File: src/hw/rtl/ubq_pkg.sv
`timescale 1ns / 1ps
`default_nettype none

package ubq_pkg;

	localparam int RX_DEPTH = 32;
	localparam int TX_DEPTH = 64;
	localparam int RX_PTR_W = $clog2(RX_DEPTH);
	localparam int TX_PTR_W = $clog2(TX_DEPTH);

	localparam int BYTE_W   = 8;
	localparam int CLK_W    = 26;
	localparam int BAUD_W   = 20;
	localparam int THR_W    = 24;
	localparam int DIVR_W   = 16;
	localparam int DCNT_W   = $clog2(CLK_W + 1);

	localparam int CFG_IDX_W  = 2;
	localparam int CFG_DATA_W = 24;

	localparam logic [CFG_IDX_W-1:0] REG_BAUD   = 2'd0;
	localparam logic [CFG_IDX_W-1:0] REG_THRESH = 2'd1;

	localparam logic [BAUD_W-1:0] BAUD_RESET   = 20'd9600;
	localparam logic [THR_W-1:0]  THRESH_RESET = 24'd8000;

	localparam logic [2:0] MODE_RX_BYTE = 3'd0;
	localparam logic [2:0] MODE_HOST_RD = 3'd1;
	localparam logic [2:0] MODE_HOST_WR = 3'd2;
	localparam logic [2:0] MODE_TX_RDY  = 3'd3;
	localparam logic [2:0] MODE_CLK_CHG = 3'd4;

	typedef struct packed {
		logic [2:0]        mode;
		logic [BYTE_W-1:0] rx_byte;
		logic              parity_error;
		logic [BYTE_W-1:0] tx_byte;
		logic [CLK_W-1:0]  clock_freq;
	} in_word_t;

	typedef struct packed {
		logic              read_valid;
		logic [BYTE_W-1:0] read_byte;
		logic              write_accepted;
		logic              send_valid;
		logic [BYTE_W-1:0] send_byte;
		logic              tx_irq_enabled;
		logic              divisor_updated;
		logic [DIVR_W-1:0] baud_divisor;
	} out_word_t;

	typedef struct packed {
		logic load;
		logic div_start;
		logic commit;
	} ubq_cmd_t;

	typedef struct packed {
		logic need_div;
		logic div_busy;
	} ubq_stat_t;

endpackage

`default_nettype wire

File: src/hw/rtl/ubq_ram.sv
`timescale 1ns / 1ps
`default_nettype none

module ubq_ram #(
	parameter int WIDTH = 8,
	parameter int DEPTH = 32
) (
	input  wire logic                     clk,
	input  wire logic                     we,
	input  wire logic [$clog2(DEPTH)-1:0] waddr,
	input  wire logic [WIDTH-1:0]         wdata,
	input  wire logic [$clog2(DEPTH)-1:0] raddr,
	output logic      [WIDTH-1:0]         rdata
);

	logic [WIDTH-1:0] mem_q [DEPTH];

	always_ff @(posedge clk) begin
		if (we) begin
			mem_q[waddr] <= wdata;
		end
		rdata <= mem_q[raddr];
	end

endmodule

`default_nettype wire

File: src/hw/rtl/ubq_div.sv
`timescale 1ns / 1ps
`default_nettype none

module ubq_div
	import ubq_pkg::*;
(
	input  wire logic              clk,
	input  wire logic              arst_n,
	input  wire logic              start,
	input  wire logic [CLK_W-1:0]  dividend,
	input  wire logic [BAUD_W-1:0] divisor,
	output logic                   busy,
	output logic      [CLK_W-1:0]  quotient
);

	logic [BAUD_W-1:0] rem_q;
	logic [CLK_W-1:0]  quo_q;
	logic [DCNT_W-1:0] cnt_q;
	logic              busy_q;
	logic [BAUD_W:0]   rem_sh;
	logic [BAUD_W:0]   rem_nxt;
	logic              ge;

	// restoring division, one quotient bit per cycle
	always_comb begin
		rem_sh  = {rem_q, quo_q[CLK_W-1]};
		ge      = (rem_sh >= {1'b0, divisor});
		rem_nxt = ge ? (rem_sh - {1'b0, divisor}) : rem_sh;
	end

	always_ff @(posedge clk or negedge arst_n) begin
		if (!arst_n) begin
			busy_q <= 1'b0;
			cnt_q  <= '0;
		end else if (start) begin
			busy_q <= 1'b1;
			cnt_q  <= DCNT_W'(CLK_W);
		end else if (busy_q) begin
			cnt_q <= cnt_q - 1'b1;
			if (cnt_q == DCNT_W'(1)) begin
				busy_q <= 1'b0;
			end
		end
	end

	always_ff @(posedge clk) begin
		if (start) begin
			rem_q <= '0;
			quo_q <= dividend;
		end else if (busy_q) begin
			rem_q <= rem_nxt[BAUD_W-1:0];
			quo_q <= {quo_q[CLK_W-2:0], ge};
		end
	end

	assign busy     = busy_q;
	assign quotient = quo_q;

endmodule

`default_nettype wire

File: src/hw/rtl/ubq_datapath.sv
`timescale 1ns / 1ps
`default_nettype none

module ubq_datapath
	import ubq_pkg::*;
(
	input  wire logic                  clk,
	input  wire logic                  arst_n,
	input  wire ubq_cmd_t              cmd,
	output ubq_stat_t                  st,
	input  wire in_word_t              in_data,
	input  wire logic                  cfg_we,
	input  wire logic [CFG_IDX_W-1:0]  cfg_idx,
	input  wire logic [CFG_DATA_W-1:0] cfg_wdata,
	output out_word_t                  out_data
);

	in_word_t          item_q;
	out_word_t         out_q;
	out_word_t         res;
	logic [RX_PTR_W-1:0] rx_wp_q, rx_rp_q, rx_wp_n, rx_rp_n, rx_wp_inc, rx_rp_inc;
	logic [TX_PTR_W-1:0] tx_wp_q, tx_rp_q, tx_wp_n, tx_rp_n, tx_wp_inc, tx_rp_inc;
	logic              tx_en_q, tx_en_n;
	logic [CLK_W-1:0]  last_clk_q, last_clk_n;
	logic [DIVR_W-1:0] div_q, div_n, div_sat;
	logic [BAUD_W-1:0] baud_q;
	logic [THR_W-1:0]  thresh_q;
	logic [CLK_W-1:0]  diff;
	logic              need_div;
	logic              rx_we, tx_we;
	logic [BYTE_W-1:0] rx_rd, tx_rd;
	logic              div_busy;
	logic [CLK_W-1:0]  quotient;

	ubq_ram #(.WIDTH(BYTE_W), .DEPTH(RX_DEPTH)) u_rx_ram (
		.clk   (clk),
		.we    (rx_we & cmd.commit),
		.waddr (rx_wp_q),
		.wdata (item_q.rx_byte),
		.raddr (rx_rp_q),
		.rdata (rx_rd)
	);

	ubq_ram #(.WIDTH(BYTE_W), .DEPTH(TX_DEPTH)) u_tx_ram (
		.clk   (clk),
		.we    (tx_we & cmd.commit),
		.waddr (tx_wp_q),
		.wdata (item_q.tx_byte),
		.raddr (tx_rp_q),
		.rdata (tx_rd)
	);

	ubq_div u_div (
		.clk      (clk),
		.arst_n   (arst_n),
		.start    (cmd.div_start),
		.dividend (item_q.clock_freq),
		.divisor  (baud_q),
		.busy     (div_busy),
		.quotient (quotient)
	);

	always_comb begin
		rx_wp_inc = (rx_wp_q == RX_PTR_W'(RX_DEPTH - 1)) ? '0 : rx_wp_q + 1'b1;
		rx_rp_inc = (rx_rp_q == RX_PTR_W'(RX_DEPTH - 1)) ? '0 : rx_rp_q + 1'b1;
		tx_wp_inc = (tx_wp_q == TX_PTR_W'(TX_DEPTH - 1)) ? '0 : tx_wp_q + 1'b1;
		tx_rp_inc = (tx_rp_q == TX_PTR_W'(TX_DEPTH - 1)) ? '0 : tx_rp_q + 1'b1;
		diff = (last_clk_q > item_q.clock_freq) ? (last_clk_q - item_q.clock_freq)
		                                        : (item_q.clock_freq - last_clk_q);
		need_div = (item_q.mode == MODE_CLK_CHG) && (diff > CLK_W'(thresh_q));
		// zero baud rate or an oversized quotient saturates
		div_sat = ((baud_q == '0) || (|quotient[CLK_W-1:DIVR_W])) ? '1
		                                                          : quotient[DIVR_W-1:0];
	end

	always_comb begin
		rx_wp_n    = rx_wp_q;
		rx_rp_n    = rx_rp_q;
		tx_wp_n    = tx_wp_q;
		tx_rp_n    = tx_rp_q;
		tx_en_n    = tx_en_q;
		last_clk_n = last_clk_q;
		div_n      = div_q;
		rx_we      = 1'b0;
		tx_we      = 1'b0;
		res        = '0;
		case (item_q.mode)
			MODE_RX_BYTE: begin
				if (!item_q.parity_error) begin
					rx_we   = 1'b1;
					rx_wp_n = rx_wp_inc;
				end
			end
			MODE_HOST_RD: begin
				if (rx_wp_q != rx_rp_q) begin
					res.read_valid = 1'b1;
					res.read_byte  = rx_rd;
					rx_rp_n        = rx_rp_inc;
				end
			end
			MODE_HOST_WR: begin
				if (tx_wp_inc != tx_rp_q) begin
					tx_we              = 1'b1;
					tx_wp_n            = tx_wp_inc;
					tx_en_n            = 1'b1;
					res.write_accepted = 1'b1;
				end
			end
			MODE_TX_RDY: begin
				if (tx_en_q) begin
					if (tx_wp_q != tx_rp_q) begin
						res.send_valid = 1'b1;
						res.send_byte  = tx_rd;
						tx_rp_n        = tx_rp_inc;
					end else begin
						tx_en_n = 1'b0;
					end
				end
			end
			MODE_CLK_CHG: begin
				if (need_div) begin
					last_clk_n          = item_q.clock_freq;
					div_n               = div_sat;
					res.divisor_updated = 1'b1;
				end
			end
			default: begin
			end
		endcase
		res.tx_irq_enabled = tx_en_n;
		res.baud_divisor   = div_n;
	end

	always_ff @(posedge clk or negedge arst_n) begin
		if (!arst_n) begin
			rx_wp_q    <= '0;
			rx_rp_q    <= '0;
			tx_wp_q    <= '0;
			tx_rp_q    <= '0;
			tx_en_q    <= 1'b0;
			last_clk_q <= '0;
			div_q      <= '0;
			baud_q     <= BAUD_RESET;
			thresh_q   <= THRESH_RESET;
		end else begin
			if (cmd.commit) begin
				rx_wp_q    <= rx_wp_n;
				rx_rp_q    <= rx_rp_n;
				tx_wp_q    <= tx_wp_n;
				tx_rp_q    <= tx_rp_n;
				tx_en_q    <= tx_en_n;
				last_clk_q <= last_clk_n;
				div_q      <= div_n;
			end
			if (cfg_we) begin
				unique case (cfg_idx)
					REG_BAUD:   baud_q   <= cfg_wdata[BAUD_W-1:0];
					REG_THRESH: thresh_q <= cfg_wdata[THR_W-1:0];
					default: begin
					end
				endcase
			end
		end
	end

	always_ff @(posedge clk) begin
		if (cmd.load) begin
			item_q <= in_data;
		end
		if (cmd.commit) begin
			out_q <= res;
		end
	end

	assign st.need_div = need_div;
	assign st.div_busy = div_busy;
	assign out_data    = out_q;

endmodule

`default_nettype wire

File: src/hw/rtl/ubq_ctrl.sv
`timescale 1ns / 1ps
`default_nettype none

module ubq_ctrl
	import ubq_pkg::*;
(
	input  wire logic      clk,
	input  wire logic      arst_n,
	input  wire logic      in_valid,
	output logic           in_ready,
	output logic           out_valid,
	input  wire logic      out_ready,
	input  wire ubq_stat_t st,
	output ubq_cmd_t       cmd
);

	typedef enum logic [1:0] {
		S_IDLE,
		S_EXEC,
		S_DIV
	} state_t;

	state_t state_q;
	logic   out_valid_q;
	logic   slot_free;

	always_comb begin
		slot_free     = !out_valid_q || out_ready;
		in_ready      = (state_q == S_IDLE);
		cmd.load      = in_valid && in_ready;
		cmd.div_start = (state_q == S_EXEC) && st.need_div;
		cmd.commit    = slot_free &&
		                (((state_q == S_EXEC) && !st.need_div) ||
		                 ((state_q == S_DIV) && !st.div_busy));
	end

	always_ff @(posedge clk or negedge arst_n) begin
		if (!arst_n) begin
			state_q     <= S_IDLE;
			out_valid_q <= 1'b0;
		end else begin
			unique case (state_q)
				S_IDLE: begin
					if (cmd.load) begin
						state_q <= S_EXEC;
					end
				end
				S_EXEC: begin
					if (cmd.div_start) begin
						state_q <= S_DIV;
					end else if (cmd.commit) begin
						state_q <= S_IDLE;
					end
				end
				S_DIV: begin
					if (cmd.commit) begin
						state_q <= S_IDLE;
					end
				end
				default: state_q <= S_IDLE;
			endcase
			if (cmd.commit) begin
				out_valid_q <= 1'b1;
			end else if (out_ready) begin
				out_valid_q <= 1'b0;
			end
		end
	end

	assign out_valid = out_valid_q;

`ifndef SYNTH
	a_one_in_flight: assert property (@(posedge clk) disable iff (!arst_n)
		(in_valid && in_ready) |=> !in_ready)
		else $error("input taken while a word is in flight");
	a_commit_shows: assert property (@(posedge clk) disable iff (!arst_n)
		cmd.commit |=> out_valid)
		else $error("committed word not presented");
	a_div_runs: assert property (@(posedge clk) disable iff (!arst_n)
		cmd.div_start |=> st.div_busy)
		else $error("divider did not start");
	a_no_commit_on_start: assert property (@(posedge clk) disable iff (!arst_n)
		cmd.div_start |-> !cmd.commit)
		else $error("commit while divider starting");
`endif

endmodule

`default_nettype wire

File: src/hw/rtl/uart_buffered_queues_top.sv
`timescale 1ns / 1ps
`default_nettype none

// channel   | signals                          | dir | notes
// ----------+----------------------------------+-----+------------------------------
// input     | in_valid, in_ready, in_data      | in  | one event word per handshake
// output    | out_valid, out_ready, out_data   | out | one result word per event
// config    | cfg_we, cfg_idx, cfg_wdata       | in  | 0 baud rate, 1 change threshold
//
// an event is accepted, then the ring ram read port returns data and the result
// commits into the output register
// a clock change that recomputes the divisor runs the divider, one bit per cycle:
// accept, start, 26 divider steps, then commit
// reset clears pointers, enable flag, divisor and last clock; ring contents are
// not cleared, so no clearing pass
// a full output register stalls the commit; the next word is taken once committed

module uart_buffered_queues_top
	import ubq_pkg::*;
(
	input  wire logic                  clk,
	input  wire logic                  arst_n,
	input  wire logic                  in_valid,
	output logic                       in_ready,
	input  wire in_word_t              in_data,
	output logic                       out_valid,
	input  wire logic                  out_ready,
	output out_word_t                  out_data,
	input  wire logic                  cfg_we,
	input  wire logic [CFG_IDX_W-1:0]  cfg_idx,
	input  wire logic [CFG_DATA_W-1:0] cfg_wdata
);

	// commands from the sequencer, status back from the datapath
	ubq_cmd_t  cmd;
	ubq_stat_t st;

	// sequencer: idle, execute, wait on divider
	ubq_ctrl u_ctrl (
		.clk       (clk),
		.arst_n    (arst_n),
		.in_valid  (in_valid),
		.in_ready  (in_ready),
		.out_valid (out_valid),
		.out_ready (out_ready),
		.st        (st),
		.cmd       (cmd)
	);

	// rings, pointers, divisor tracking, config registers and output register
	ubq_datapath u_dp (
		.clk       (clk),
		.arst_n    (arst_n),
		.cmd       (cmd),
		.st        (st),
		.in_data   (in_data),
		.cfg_we    (cfg_we),
		.cfg_idx   (cfg_idx),
		.cfg_wdata (cfg_wdata),
		.out_data  (out_data)
	);

endmodule

`default_nettype wire
File: config.mk
export PLATFORM = sky130hd
export DESIGN_NAME = uart_buffered_queues_top
export DESIGN_NICKNAME = d
export VERILOG_FILES = /design/src/hw/rtl/ubq_pkg.sv /design/src/hw/rtl/ubq_ram.sv /design/src/hw/rtl/ubq_div.sv /design/src/hw/rtl/ubq_datapath.sv /design/src/hw/rtl/ubq_ctrl.sv /design/src/hw/rtl/uart_buffered_queues_top.sv
export SDC_FILE = /design/constraint.sdc
export NUM_CORES = 1
export LEC_CHECK = 0
export BUFFER_PORTS_ARGS = -buffer_cell sky130_fd_sc_hd__buf_2
export CORE_ASPECT_RATIO = 0.7
export CORE_MARGIN = 2
export CORE_UTILIZATION = 51
export CTS_CLUSTER_DIAMETER = 30
export CTS_CLUSTER_SIZE = 25
export DETAILED_ROUTE_END_ITERATION = 8
export GPL_TIMING_DRIVEN = 0
export PLACE_DENSITY = 0.78
export SYNTH_ARGS = -nofsm -noshare
export SYNTH_HDL_FRONTEND = slang
export SYNTH_SLANG_ARGS = --single-unit
File: constraint.sdc
create_clock -name clk -period 12.4 [get_ports clk]
set_input_delay 2.48 -clock clk [delete_from_list [all_inputs] [get_ports clk]]
set_output_delay 2.48 -clock clk [all_outputs]
set_load 0.05 [all_outputs]
==> results of run 1 <==
[synthesized netlist by cell type (7+ instances only)]
cell,number
sky130_fd_sc_hd__nor3_1,15
sky130_fd_sc_hd__nand2b_1,18
sky130_fd_sc_hd__and3_1,15
sky130_fd_sc_hd__or2_2,18
sky130_fd_sc_hd__mux2i_1,19
sky130_fd_sc_hd__a21o_1,21
sky130_fd_sc_hd__nor2b_1,15
sky130_fd_sc_hd__nand4_1,15
sky130_fd_sc_hd__xnor2_1,35
sky130_fd_sc_hd__dfxtp_1,36
sky130_fd_sc_hd__mux2_4,36
sky130_fd_sc_hd__mux2_2,67
sky130_fd_sc_hd__xor2_1,21
sky130_fd_sc_hd__ha_1,106
sky130_fd_sc_hd__dfrtp_1,108
sky130_fd_sc_hd__and2_1,23
sky130_fd_sc_hd__buf_4,10
sky130_fd_sc_hd__a21oi_1,87
sky130_fd_sc_hd__clkbuf_1,70
sky130_fd_sc_hd__nand3_1,56
sky130_fd_sc_hd__dfstp_2,10
sky130_fd_sc_hd__buf_1,23
sky130_fd_sc_hd__nor4_1,15
sky130_fd_sc_hd__inv_1,114
sky130_fd_sc_hd__buf_2,26
sky130_fd_sc_hd__nand3b_1,11
sky130_fd_sc_hd__o21ai_1,7
sky130_fd_sc_hd__nand2_1,111
sky130_fd_sc_hd__a31oi_1,8
sky130_fd_sc_hd__mux4_2,248
sky130_fd_sc_hd__nor2_1,171
sky130_fd_sc_hd__o21ai_0,105
sky130_fd_sc_hd__a211oi_1,20
sky130_fd_sc_hd__edfxtp_1,877
sky130_fd_sc_hd__or3_1,7
sky130_fd_sc_hd__o21a_1,14
[state kept, by name, indices dropped and copies added, names as in the netlist, 20 cells and up]
register,flops
u_dp.baud_q,20
u_dp.item_q,46
u_dp.last_clk_q,26
u_dp.out_data,37
u_dp.thresh_q,24
u_dp.u_div.quotient,26
u_dp.u_div.rem_q,20
u_dp.u_rx_ram.mem_q,256
u_dp.u_tx_ram.mem_q,512
[worst paths after layout]
path,from,end,depth (start not counted)
worst max register to register,u_dp.item_q[15]$_DFFE_PP_,u_dp.u_div.quotient[11]$_DFFE_PP_,25
worst min-delay path,u_dp.u_rx_ram.rdata[5]$_DFF_P_,u_dp.out_data[33]$_SDFFCE_PN0P_,1
min in group asynchronous,arst_n,u_dp.thresh_q[17]$_DFFE_PN0P_,1
worst max-delay path,u_dp.item_q[15]$_DFFE_PP_,u_dp.u_div.quotient[11]$_DFFE_PP_,25
max in group asynchronous,arst_n,u_dp.baud_q[7]$_DFFE_PN1P_,2
worst min register to register,u_dp.u_rx_ram.rdata[5]$_DFF_P_,u_dp.out_data[33]$_SDFFCE_PN0P_,1
[power by group through the flow]
| stage | combinational (mW) | clock (mW) | sequential (mW) |
|---|---|---|---|
| 2_1_floorplan | 2.92 | 0 | 4.80 |
| 3_3_place_gp | 4.16 | 0 | 4.75 |
| 3_5_place_dp | 4.45 | 0 | 4.69 |
| 4_1_cts | 4.51 | 4.28 | 4.62 |
| 5_1_grt | 4.90 | 4.42 | 4.67 |
| 6_report | 4.57 | 4.24 | 4.63 |
[per-layer routing]
metal / wire length, um / track usage [%] / part of all wire [%] / vias up
met4: 3260 / 8.06 / 2.9 / 6
met5: 36 / 0 / 0.032 / -
met3: 12700 / 6.32 / 11 / 279
li1: - / - / - / 10900
met2: 50000 / 37.2 / 44 / 1738
met1: 46700 / 37.9 / 41 / 13300
[cell type report]
type	instances	area, um2
multi-input cells	1364	13400
repair buffers	135	1110
flip-flops and latches	1031	30000
well taps	1150	1440
fillers	6017	34200
diodes	4	10.0
inverters	114	428
clock buffers	158	3720
plain buffers	136	646
clock inverters	106	1290
[per-stage QoR]
stage | instance area [um2] | power, mW | setup WS [ps]
3_3_place_gp | 46500 | 8.91 | 2590
5_1_grt | 52100 | 14.0 | 4050
6_report | 52100 | 13.4 | 4570
4_1_cts | 52000 | 13.4 | 4710
2_1_floorplan | 44500 | 7.71 | 5590
3_5_place_dp | 47000 | 9.13 | 4750
[cells by family after synthesis]
kind of cell	Yosys count	share of synthesized area [%]
AOI/OAI and AO/OA	318	4.39
and+or+nand+nor	511	5.54
DFF	1031	67.5
muxes	370	15.9
adders and majority gates	109	3.12
xor gates and xnor gates	56	1.10
buffers and inverters	250	2.41
[critical path, cell delays in order (launching register included)]
cell and delay, ps:
sky130_fd_sc_hd__edfxtp_1 540, sky130_fd_sc_hd__ha_1 340, sky130_fd_sc_hd__buf_2 190, sky130_fd_sc_hd__and4_1 270
sky130_fd_sc_hd__nand2b_1 110, sky130_fd_sc_hd__nor2_1 60, sky130_fd_sc_hd__a21oi_1 510, sky130_fd_sc_hd__nand2_1 150
sky130_fd_sc_hd__buf_2 250, sky130_fd_sc_hd__buf_2 240, sky130_fd_sc_hd__buf_2 250, sky130_fd_sc_hd__a221oi_1 510
sky130_fd_sc_hd__o21ai_1 130, sky130_fd_sc_hd__xor2_1 170, sky130_fd_sc_hd__ha_1 300, sky130_fd_sc_hd__nand4_1 100
sky130_fd_sc_hd__nor4_1 580, sky130_fd_sc_hd__o311ai_0 270, sky130_fd_sc_hd__nand3_1 140, sky130_fd_sc_hd__o221ai_1 180
sky130_fd_sc_hd__nor3b_1 200, sky130_fd_sc_hd__a311oi_2 370, sky130_fd_sc_hd__and2_1 220, sky130_fd_sc_hd__buf_6 180
sky130_fd_sc_hd__buf_6 170, sky130_fd_sc_hd__or2_1 960
==> tab_implementation.tex, run 1 <==
\begin{tabular}{lr}
\hline
Metric & Value \\
\hline
\multicolumn{2}{l}{\textbf{Global routing}} \\
\quad Largest net degree at the start of global routing & 85 \\
\quad Antenna violations before repair & 9 \\
\quad GR Overflow Total & 0 \\
\quad Overall Global Routing Usage & between 20\% and 30\% \\
\quad Vias in the first global route & around 26000 \\
\quad Wire length of the first global-routing pass & around 170 mm \\
\multicolumn{2}{l}{\textbf{Yosys}} \\
\quad Post-synth EDFFs & between 800 and 900 \\
\quad Total standard cell area after synthesis & 0.0445 mm2 \\
\quad Number of cells produced by synthesis & roughly 2600 \\
\quad Synth Area per Inst & between 15 and 20 um2 \\
\quad Sequential-to-total area share from yosys stat & 67.5\% \\
\quad Yosys top cell area share & about three fifths \\
\quad Synth area leaders & sky130\_fd\_sc\_hd\_\_edfxtp\_1 (59\%), sky130\_fd\_sc\_hd\_\_mux4\_2 (13\%), sky130\_fd\_sc\_hd\_\_dfrtp\_1 (6.1\%) \\
\quad Async set or reset register ratio after synthesis & 11.4\% \\
\quad Syn Nets & around 2800 \\
\quad Yosys reg bits & slightly above 1000 \\
\quad Synthesis Warnings & 0 \\
\quad Cell type contributing the most total cell area after synthesis & sky130\_fd\_sc\_hd\_\_edfxtp\_1 \\
\quad Count of cell types in the netlist & between 70 and 80 \\
\quad Top\_reg\_cell synth & sky130\_fd\_sc\_hd\_\_edfxtp\_1 \\
\multicolumn{2}{l}{\textbf{Finish}} \\
\quad Share of final-layout standard cells stronger than drive strength 1 & between 20\% and 30\% \\
\quad Layout area overhead & 17.1\% \\
\quad Most frequent cells in the layout & sky130\_fd\_sc\_hd\_\_edfxtp\_1 (877), sky130\_fd\_sc\_hd\_\_mux4\_2 (248), sky130\_fd\_sc\_hd\_\_nor2\_1 (171) \\
\quad Net total in the final layout & a little over 3000 \\
\quad Leading cell type in the layout, fill and taps excluded & sky130\_fd\_sc\_hd\_\_edfxtp\_1 \\
\quad Final design utilization & approximately 60\% \\
\quad Number of non-filler instances in the completed layout & around 4200 \\
\multicolumn{2}{l}{\textbf{Drt}} \\
\quad Detailed-route via count & between 20000 and 30000 \\
\quad Detailed Route WL & 113 mm \\
\quad Drt via density & around 6.3 \\
\quad First-iteration detailed-routing DRC count & $\sim$3600 \\
\quad DR DRC count & 0 \\
\quad Final antenna-violating net count & 0 \\
\quad Average routed wire per standard cell & 26.9 um \\
\quad Pre-antenna DRT Iters & 6 \\
\multicolumn{2}{l}{\textbf{Min path}} \\
\quad Class of the worst hold path & flip-flop to flip-flop \\
\multicolumn{2}{l}{\textbf{Timing}} \\
\quad Hold\_ws & between 500 and 600 ps \\
\quad Setup clock skew after layout & roughly 24 ps \\
\quad Count of endpoints failing setup in the final report & 0 \\
\quad Final Hold Violating Endpoints & 0 \\
\quad Rel. slew slack & 14.8\% \\
\quad Final number of max-transition violations & 0 \\
\quad Setup repair after global routing missed its margin & no \\
\quad Measured slew at the worst slew-check pin & 1280 ps \\
\quad Post-route fraction of the period consumed by the critical path & a little over three fifths \\
\quad Min cycle time layout & 7830 ps \\
\quad Maximum clock rate & 128 MHz \\
\quad Total negative slack for setup checks & 0 ps \\
\multicolumn{2}{l}{\textbf{Clock network}} \\
\quad Cell at the root of the clock tree & sky130\_fd\_sc\_hd\_\_clkbuf\_16 \\
\quad TritonCTS clock tree & yes \\
\quad CTS H-tree depth & 4 \\
\quad Skew-Pair Late Insertion Delay & 750 ps \\
\quad Clock Sink Count & 1031 \\
\quad Number of buffers inserted to repair setup after CTS & 0 \\
\quad Hold-fix buffers at CTS & 0 \\
\quad Clock slew at reported path FFs & $\sim$60 ps \\
\quad TritonCTS Buffers & 142 \\
\quad Bufs on Longest Clock Path & 3 \\
\quad Total of cells resized after clock tree synthesis & 0 \\
\multicolumn{2}{l}{\textbf{Power}} \\
\quad Pint & approximately 9 mW \\
\quad Combinational power share & approximately a third \\
\quad Maximum vdd ir drop & 201 uV \\
\quad Reported leakage power & 18.2 nW \\
\quad Sw power & $\sim$4.6 mW \\
\quad Sequential Power Share & 34.5\% \\
\quad Clock share of power & between 30\% and 40\% \\
\quad Switch share & about a third \\
\quad Power density relative to cell area & approximately 260 mW/mm2 \\
\multicolumn{2}{l}{\textbf{Worst setup path}} \\
\quad Crit path DAT & approximately 8000 ps \\
\quad CP Class & flip-flop to flip-flop \\
\quad CP max FO & 26 \\
\quad Setup slack of the most critical reg-to-reg path & 4570 ps \\
\quad Endpoint kind of the worst setup timing path & flip-flop \\
\quad Kind of launch point of the worst setup path & flip-flop \\
\quad Crit path required time & $\sim$13000 ps \\
\multicolumn{2}{l}{\textbf{Die}} \\
\quad \# rows & 90 \\
\quad I/O pin total & roughly 120 \\
\quad Area of the core & between 0.08 and 0.09 mm2 \\
\quad Die Area & between 0.08 and 0.09 mm2 \\
\quad Die width & about 360 um \\
\quad Starting density of the core & between 50\% and 60\% \\
\quad Height of the chip & around 250 um \\
\multicolumn{2}{l}{\textbf{Placed design}} \\
\quad Number of instances in the placed design & 3930 \\
\quad Final RePlAce weighted congestion & a little over 0.9 \\
\quad \# port buffers & about 120 \\
\quad Placed wire-length estimate & between 70 and 80 mm \\
\multicolumn{2}{l}{\textbf{Run}} \\
\quad \# Max-Cap Violations & 0 \\
\multicolumn{2}{l}{\textbf{Outcome}} \\
\quad Run status & finished clean \\
\hline
\end{tabular}
(Power assumes the default switching activity.)
==> run 2, diff against run 1 <==
Settings changed: PLACE_DENSITY 0.78 to 0.81.
Clock period 12.4 ns to 6.8 ns, I/O delays scaled along.
==> tab_implementation.tex, run 2 (same netlist as run 1, synthesis figures left out) <==
\begin{tabular}{lr}
\hline
Metric & Value \\
\hline
\multicolumn{2}{l}{\textbf{Timing}} \\
\quad Maximum clock rate & 155 MHz (was 128 MHz) \\
\quad Setup clock skew after layout & 34.9 ps (was 24.2 ps) \\
\quad Measured slew at the worst slew-check pin & 1270 ps (was 1280 ps) \\
\quad Setup repair after global routing missed its margin & no (unchanged) \\
\quad Setup WS post-layout & 358 ps (was 4570 ps) \\
\quad Min cycle time layout & 6440 ps (was 7830 ps) \\
\quad Count of endpoints failing setup in the final report & 0 (unchanged) \\
\quad Rel. slew slack & 15.4\% (was 14.8\%) \\
\quad Final Hold Violating Endpoints & 0 (unchanged) \\
\quad Final number of max-transition violations & 0 (unchanged) \\
\quad Post-route fraction of the period consumed by the critical path & 94.7\% (was 63.1\%) \\
\multicolumn{2}{l}{\textbf{Drt}} \\
\quad Drt via density & 6.26 (was 6.25) \\
\quad Average routed wire per standard cell & 27.3 um (was 26.9 um) \\
\quad DR DRC count & 0 (unchanged) \\
\quad Detailed-route via count & 26300 (was 26200) \\
\quad First-iteration detailed-routing DRC count & 4007 (was 3621) \\
\quad Detailed Route WL & 114 mm (was 113 mm) \\
\quad Pre-antenna DRT Iters & 7 (was 6) \\
\quad Final antenna-violating net count & 0 (unchanged) \\
\multicolumn{2}{l}{\textbf{Worst setup path}} \\
\quad Endpoint kind of the worst setup timing path & flip-flop (unchanged) \\
\quad Crit path DAT & 6840 ps (was 8160 ps) \\
\quad Crit path required time & 7200 ps (was 12740 ps) \\
\quad Kind of launch point of the worst setup path & flip-flop (unchanged) \\
\quad Worst setup path start & u\_dp.item\_q[9]\$\_DFFE\_PP\_ (was u\_dp.item\_q[15]\$\_DFFE\_PP\_) \\
\quad Worst R2R Start & u\_dp.item\_q[9]\$\_DFFE\_PP\_ (was u\_dp.item\_q[15]\$\_DFFE\_PP\_) \\
\quad CP Class & flip-flop to flip-flop (unchanged) \\
\quad CP max FO & 13 (was 26) \\
\multicolumn{2}{l}{\textbf{Die}} \\
\quad Height of the chip & 251 um (unchanged) \\
\quad Starting density of the core & 51.5\% (unchanged) \\
\quad Die width & 357 um (unchanged) \\
\quad Die Area & 0.0896 mm2 (unchanged) \\
\quad Area of the core & 0.0863 mm2 (unchanged) \\
\quad \# rows & 90 (unchanged) \\
\quad I/O pin total & 116 (unchanged) \\
\multicolumn{2}{l}{\textbf{Placed design}} \\
\quad Placed wire-length estimate & 73.9 mm (was 74.8 mm) \\
\quad Post-placement worst setup slack & -711 ps (was 4750 ps) \\
\quad Final RePlAce weighted congestion & 0.951 (was 0.914) \\
\quad Number of instances in the placed design & 3929 (was 3930) \\
\quad \# port buffers & 115 (unchanged) \\
\multicolumn{2}{l}{\textbf{Global routing}} \\
\quad Overall Global Routing Usage & 25.8\% (was 25.5\%) \\
\quad GR Overflow Total & 0 (unchanged) \\
\quad Vias in the first global route & 26000 (was 26200) \\
\quad Antenna violations before repair & 9 (unchanged) \\
\quad Largest net degree at the start of global routing & 73 (was 85) \\
\quad Wire length of the first global-routing pass & 170 mm (was 168 mm) \\
\multicolumn{2}{l}{\textbf{Clock network}} \\
\quad Bufs on Longest Clock Path & 3 (unchanged) \\
\quad Hold-fix buffers at CTS & 0 (unchanged) \\
\quad Clock slew at reported path FFs & 50 ps (was 60 ps) \\
\quad TritonCTS clock tree & yes (unchanged) \\
\quad Cell at the root of the clock tree & sky130\_fd\_sc\_hd\_\_clkbuf\_16 (unchanged) \\
\quad CTS H-tree depth & 4 (unchanged) \\
\quad Skew-Pair Late Insertion Delay & 740 ps (was 750 ps) \\
\quad TritonCTS Buffers & 141 (was 142) \\
\quad Clock Sink Count & 1031 (unchanged) \\
\multicolumn{2}{l}{\textbf{Min path}} \\
\quad Launch point of the worst hold path & u\_dp.div\_q[15]\$\_DFFE\_PN0P\_ (was u\_dp.u\_rx\_ram.rdata[5]\$\_DFF\_P\_) \\
\quad Class of the worst hold path & flip-flop to flip-flop (unchanged) \\
\multicolumn{2}{l}{\textbf{Finish}} \\
\quad Layout area overhead & 17.0\% (was 17.1\%) \\
\quad Top Registers & u\_dp.u\_tx\_ram.mem\_q x512, u\_dp.u\_rx\_ram.mem\_q x256, u\_dp.item\_q x46 (unchanged) \\
\quad Leading cell type in the layout, fill and taps excluded & sky130\_fd\_sc\_hd\_\_edfxtp\_1 (unchanged) \\
\quad Sequential cell area & 0.0300 mm2 (unchanged) \\
\quad Number of non-filler instances in the completed layout & 4198 (unchanged) \\
\quad Net total in the final layout & 3111 (was 3110) \\
\quad Total area of multi-input combinational cells & 0.0134 mm2 (about the same) \\
\quad Share of final-layout standard cells stronger than drive strength 1 & 26.9\% (was 27.2\%) \\
\quad Largest register FFs & 512 (unchanged) \\
\quad Filler cell count in the final layout & 5978 (was 6017) \\
\quad Most frequent cells in the layout & sky130\_fd\_sc\_hd\_\_edfxtp\_1 (877), sky130\_fd\_sc\_hd\_\_mux4\_2 (248), sky130\_fd\_sc\_hd\_\_nor2\_1 (171) (unchanged) \\
\quad Top reg by flops & u\_dp.u\_tx\_ram.mem\_q (unchanged) \\
\multicolumn{2}{l}{\textbf{Power}} \\
\quad Power density relative to cell area & 470 mW/mm2 (was 258 mW/mm2) \\
\quad Reported leakage power & 18.2 nW (about the same) \\
\quad Maximum vdd ir drop & 348 uV (was 201 uV) \\
\multicolumn{2}{l}{\textbf{Run}} \\
\quad \# Max-Cap Violations & 0 (unchanged) \\
\multicolumn{2}{l}{\textbf{Outcome}} \\
\quad Run status & finished clean (unchanged) \\
\hline
\end{tabular}
-- run 2: changes by cell type in the layout (fill, tap and decap cells not counted), sizes merged, moves of 2 or more --
| cell | change |
|---|---|
| clkbuf | +20 |
| inv | -8 |
| clkinv | -4 |
| clkinvlp | -4 |
| buf | -2 |
| diode | -2 |
-- run 2: layout make-up --
| cell class | count | area share, % |
|---|---|---|
| sequential | 1031 | 57.7 |
| clock buffer | 175 | 7.35 |
| multi-input combinational | 1365 | 25.8 |
| buffer | 136 | 1.26 |
| inverter | 114 | 0.823 |
| tap | 1150 | 2.77 |
| antenna | 2 | 0.00963 |
| clock inverter | 89 | 2.11 |
| timing repair buffer | 136 | 2.12 |
-- run 2: where the power goes --
part / total, mW / leakage, nW / internal, mW / switching [mW]
Sequential: 8.45 / 9.63 / 7.86 / 0.582
Combinational: 8.39 / 6.17 / 3.47 / 4.93
Clock: 7.62 / 2.37 / 4.72 / 2.90
-- run 2: through the flow --
step | TNS [ps] | cell area, um2 | hold WS (ps) | total power, mW | utilization (%)
after floorplan | 0 | 44500 | 447 | 14.1 | -
after global placement | -63470 | 46500 | 468 | 16.2 | 53.9
after detailed placement | -21180 | 47000 | 490 | 16.6 | 54.5
after CTS | 0 | 51900 | 503 | 24.3 | 60.2
after global routing | 0 | 52000 | 519 | 25.4 | 60.3
final | 0 | 52000 | 500 | 24.5 | 60.3
-- run 2: repair_timing --
| action | CTS | global route |
|---|---|---|
| resized for setup | 3 | 11 |
| gates cloned | 0 | 1 |
| setup endpoints to repair | 49 | 173 |
| buffers inserted | 1 | 1 |
| pin swaps | 1 | 2 |
-- run 2: worst paths after layout --
check / cells after the start / slack (ps) / to
max: 27 / 360 / u_dp.u_div.quotient[23]$_DFFE_PP_
min: 1 / 500 / u_dp.div_q[15]$_DFFE_PN0P_
max reg2reg: 27 / 360 / u_dp.u_div.quotient[23]$_DFFE_PP_
min reg2reg: 1 / 500 / u_dp.div_q[15]$_DFFE_PN0P_
max in group asynchronous: 2 / 5440 / u_dp.baud_q[13]$_DFFE_PN1P_
min in group asynchronous: 1 / 580 / u_dp.last_clk_q[14]$_DFFE_PN0P_
-- run 2: worst max-delay path: stages (launching register included) --
cell and delay (ps):
sky130_fd_sc_hd__edfxtp_1 480, sky130_fd_sc_hd__ha_1 320, sky130_fd_sc_hd__buf_2 180, sky130_fd_sc_hd__a21oi_1 210
sky130_fd_sc_hd__o21ai_0 170, sky130_fd_sc_hd__a21oi_1 260, sky130_fd_sc_hd__o2111ai_2 250, sky130_fd_sc_hd__nand2_1 150
sky130_fd_sc_hd__clkbuf_4 250, sky130_fd_sc_hd__clkbuf_4 250, sky130_fd_sc_hd__clkbuf_4 280, sky130_fd_sc_hd__buf_2 280
sky130_fd_sc_hd__a21oi_1 90, sky130_fd_sc_hd__a21oi_1 160, sky130_fd_sc_hd__xnor2_1 150, sky130_fd_sc_hd__ha_1 320
sky130_fd_sc_hd__nand3_1 110, sky130_fd_sc_hd__nor4_4 350, sky130_fd_sc_hd__o311ai_0 200, sky130_fd_sc_hd__nand3_1 140
sky130_fd_sc_hd__o221ai_2 140, sky130_fd_sc_hd__nor2b_1 170, sky130_fd_sc_hd__a311oi_2 230, sky130_fd_sc_hd__buf_4 170
sky130_fd_sc_hd__and2_1 130, sky130_fd_sc_hd__buf_6 170, sky130_fd_sc_hd__buf_6 180, sky130_fd_sc_hd__or2_4 290
-- run 2: metal layers --
metal | vias to the layer above | GRT usage [%] | share of wire [%]
met3 | 224 | 6.62 | 12
met1 | 13300 | 37.7 | 40
met4 | 8 | 8.75 | 2.8
met5 | - | 0 | 0.058
met2 | 1738 | 38.0 | 45
li1 | 11000 | - | -
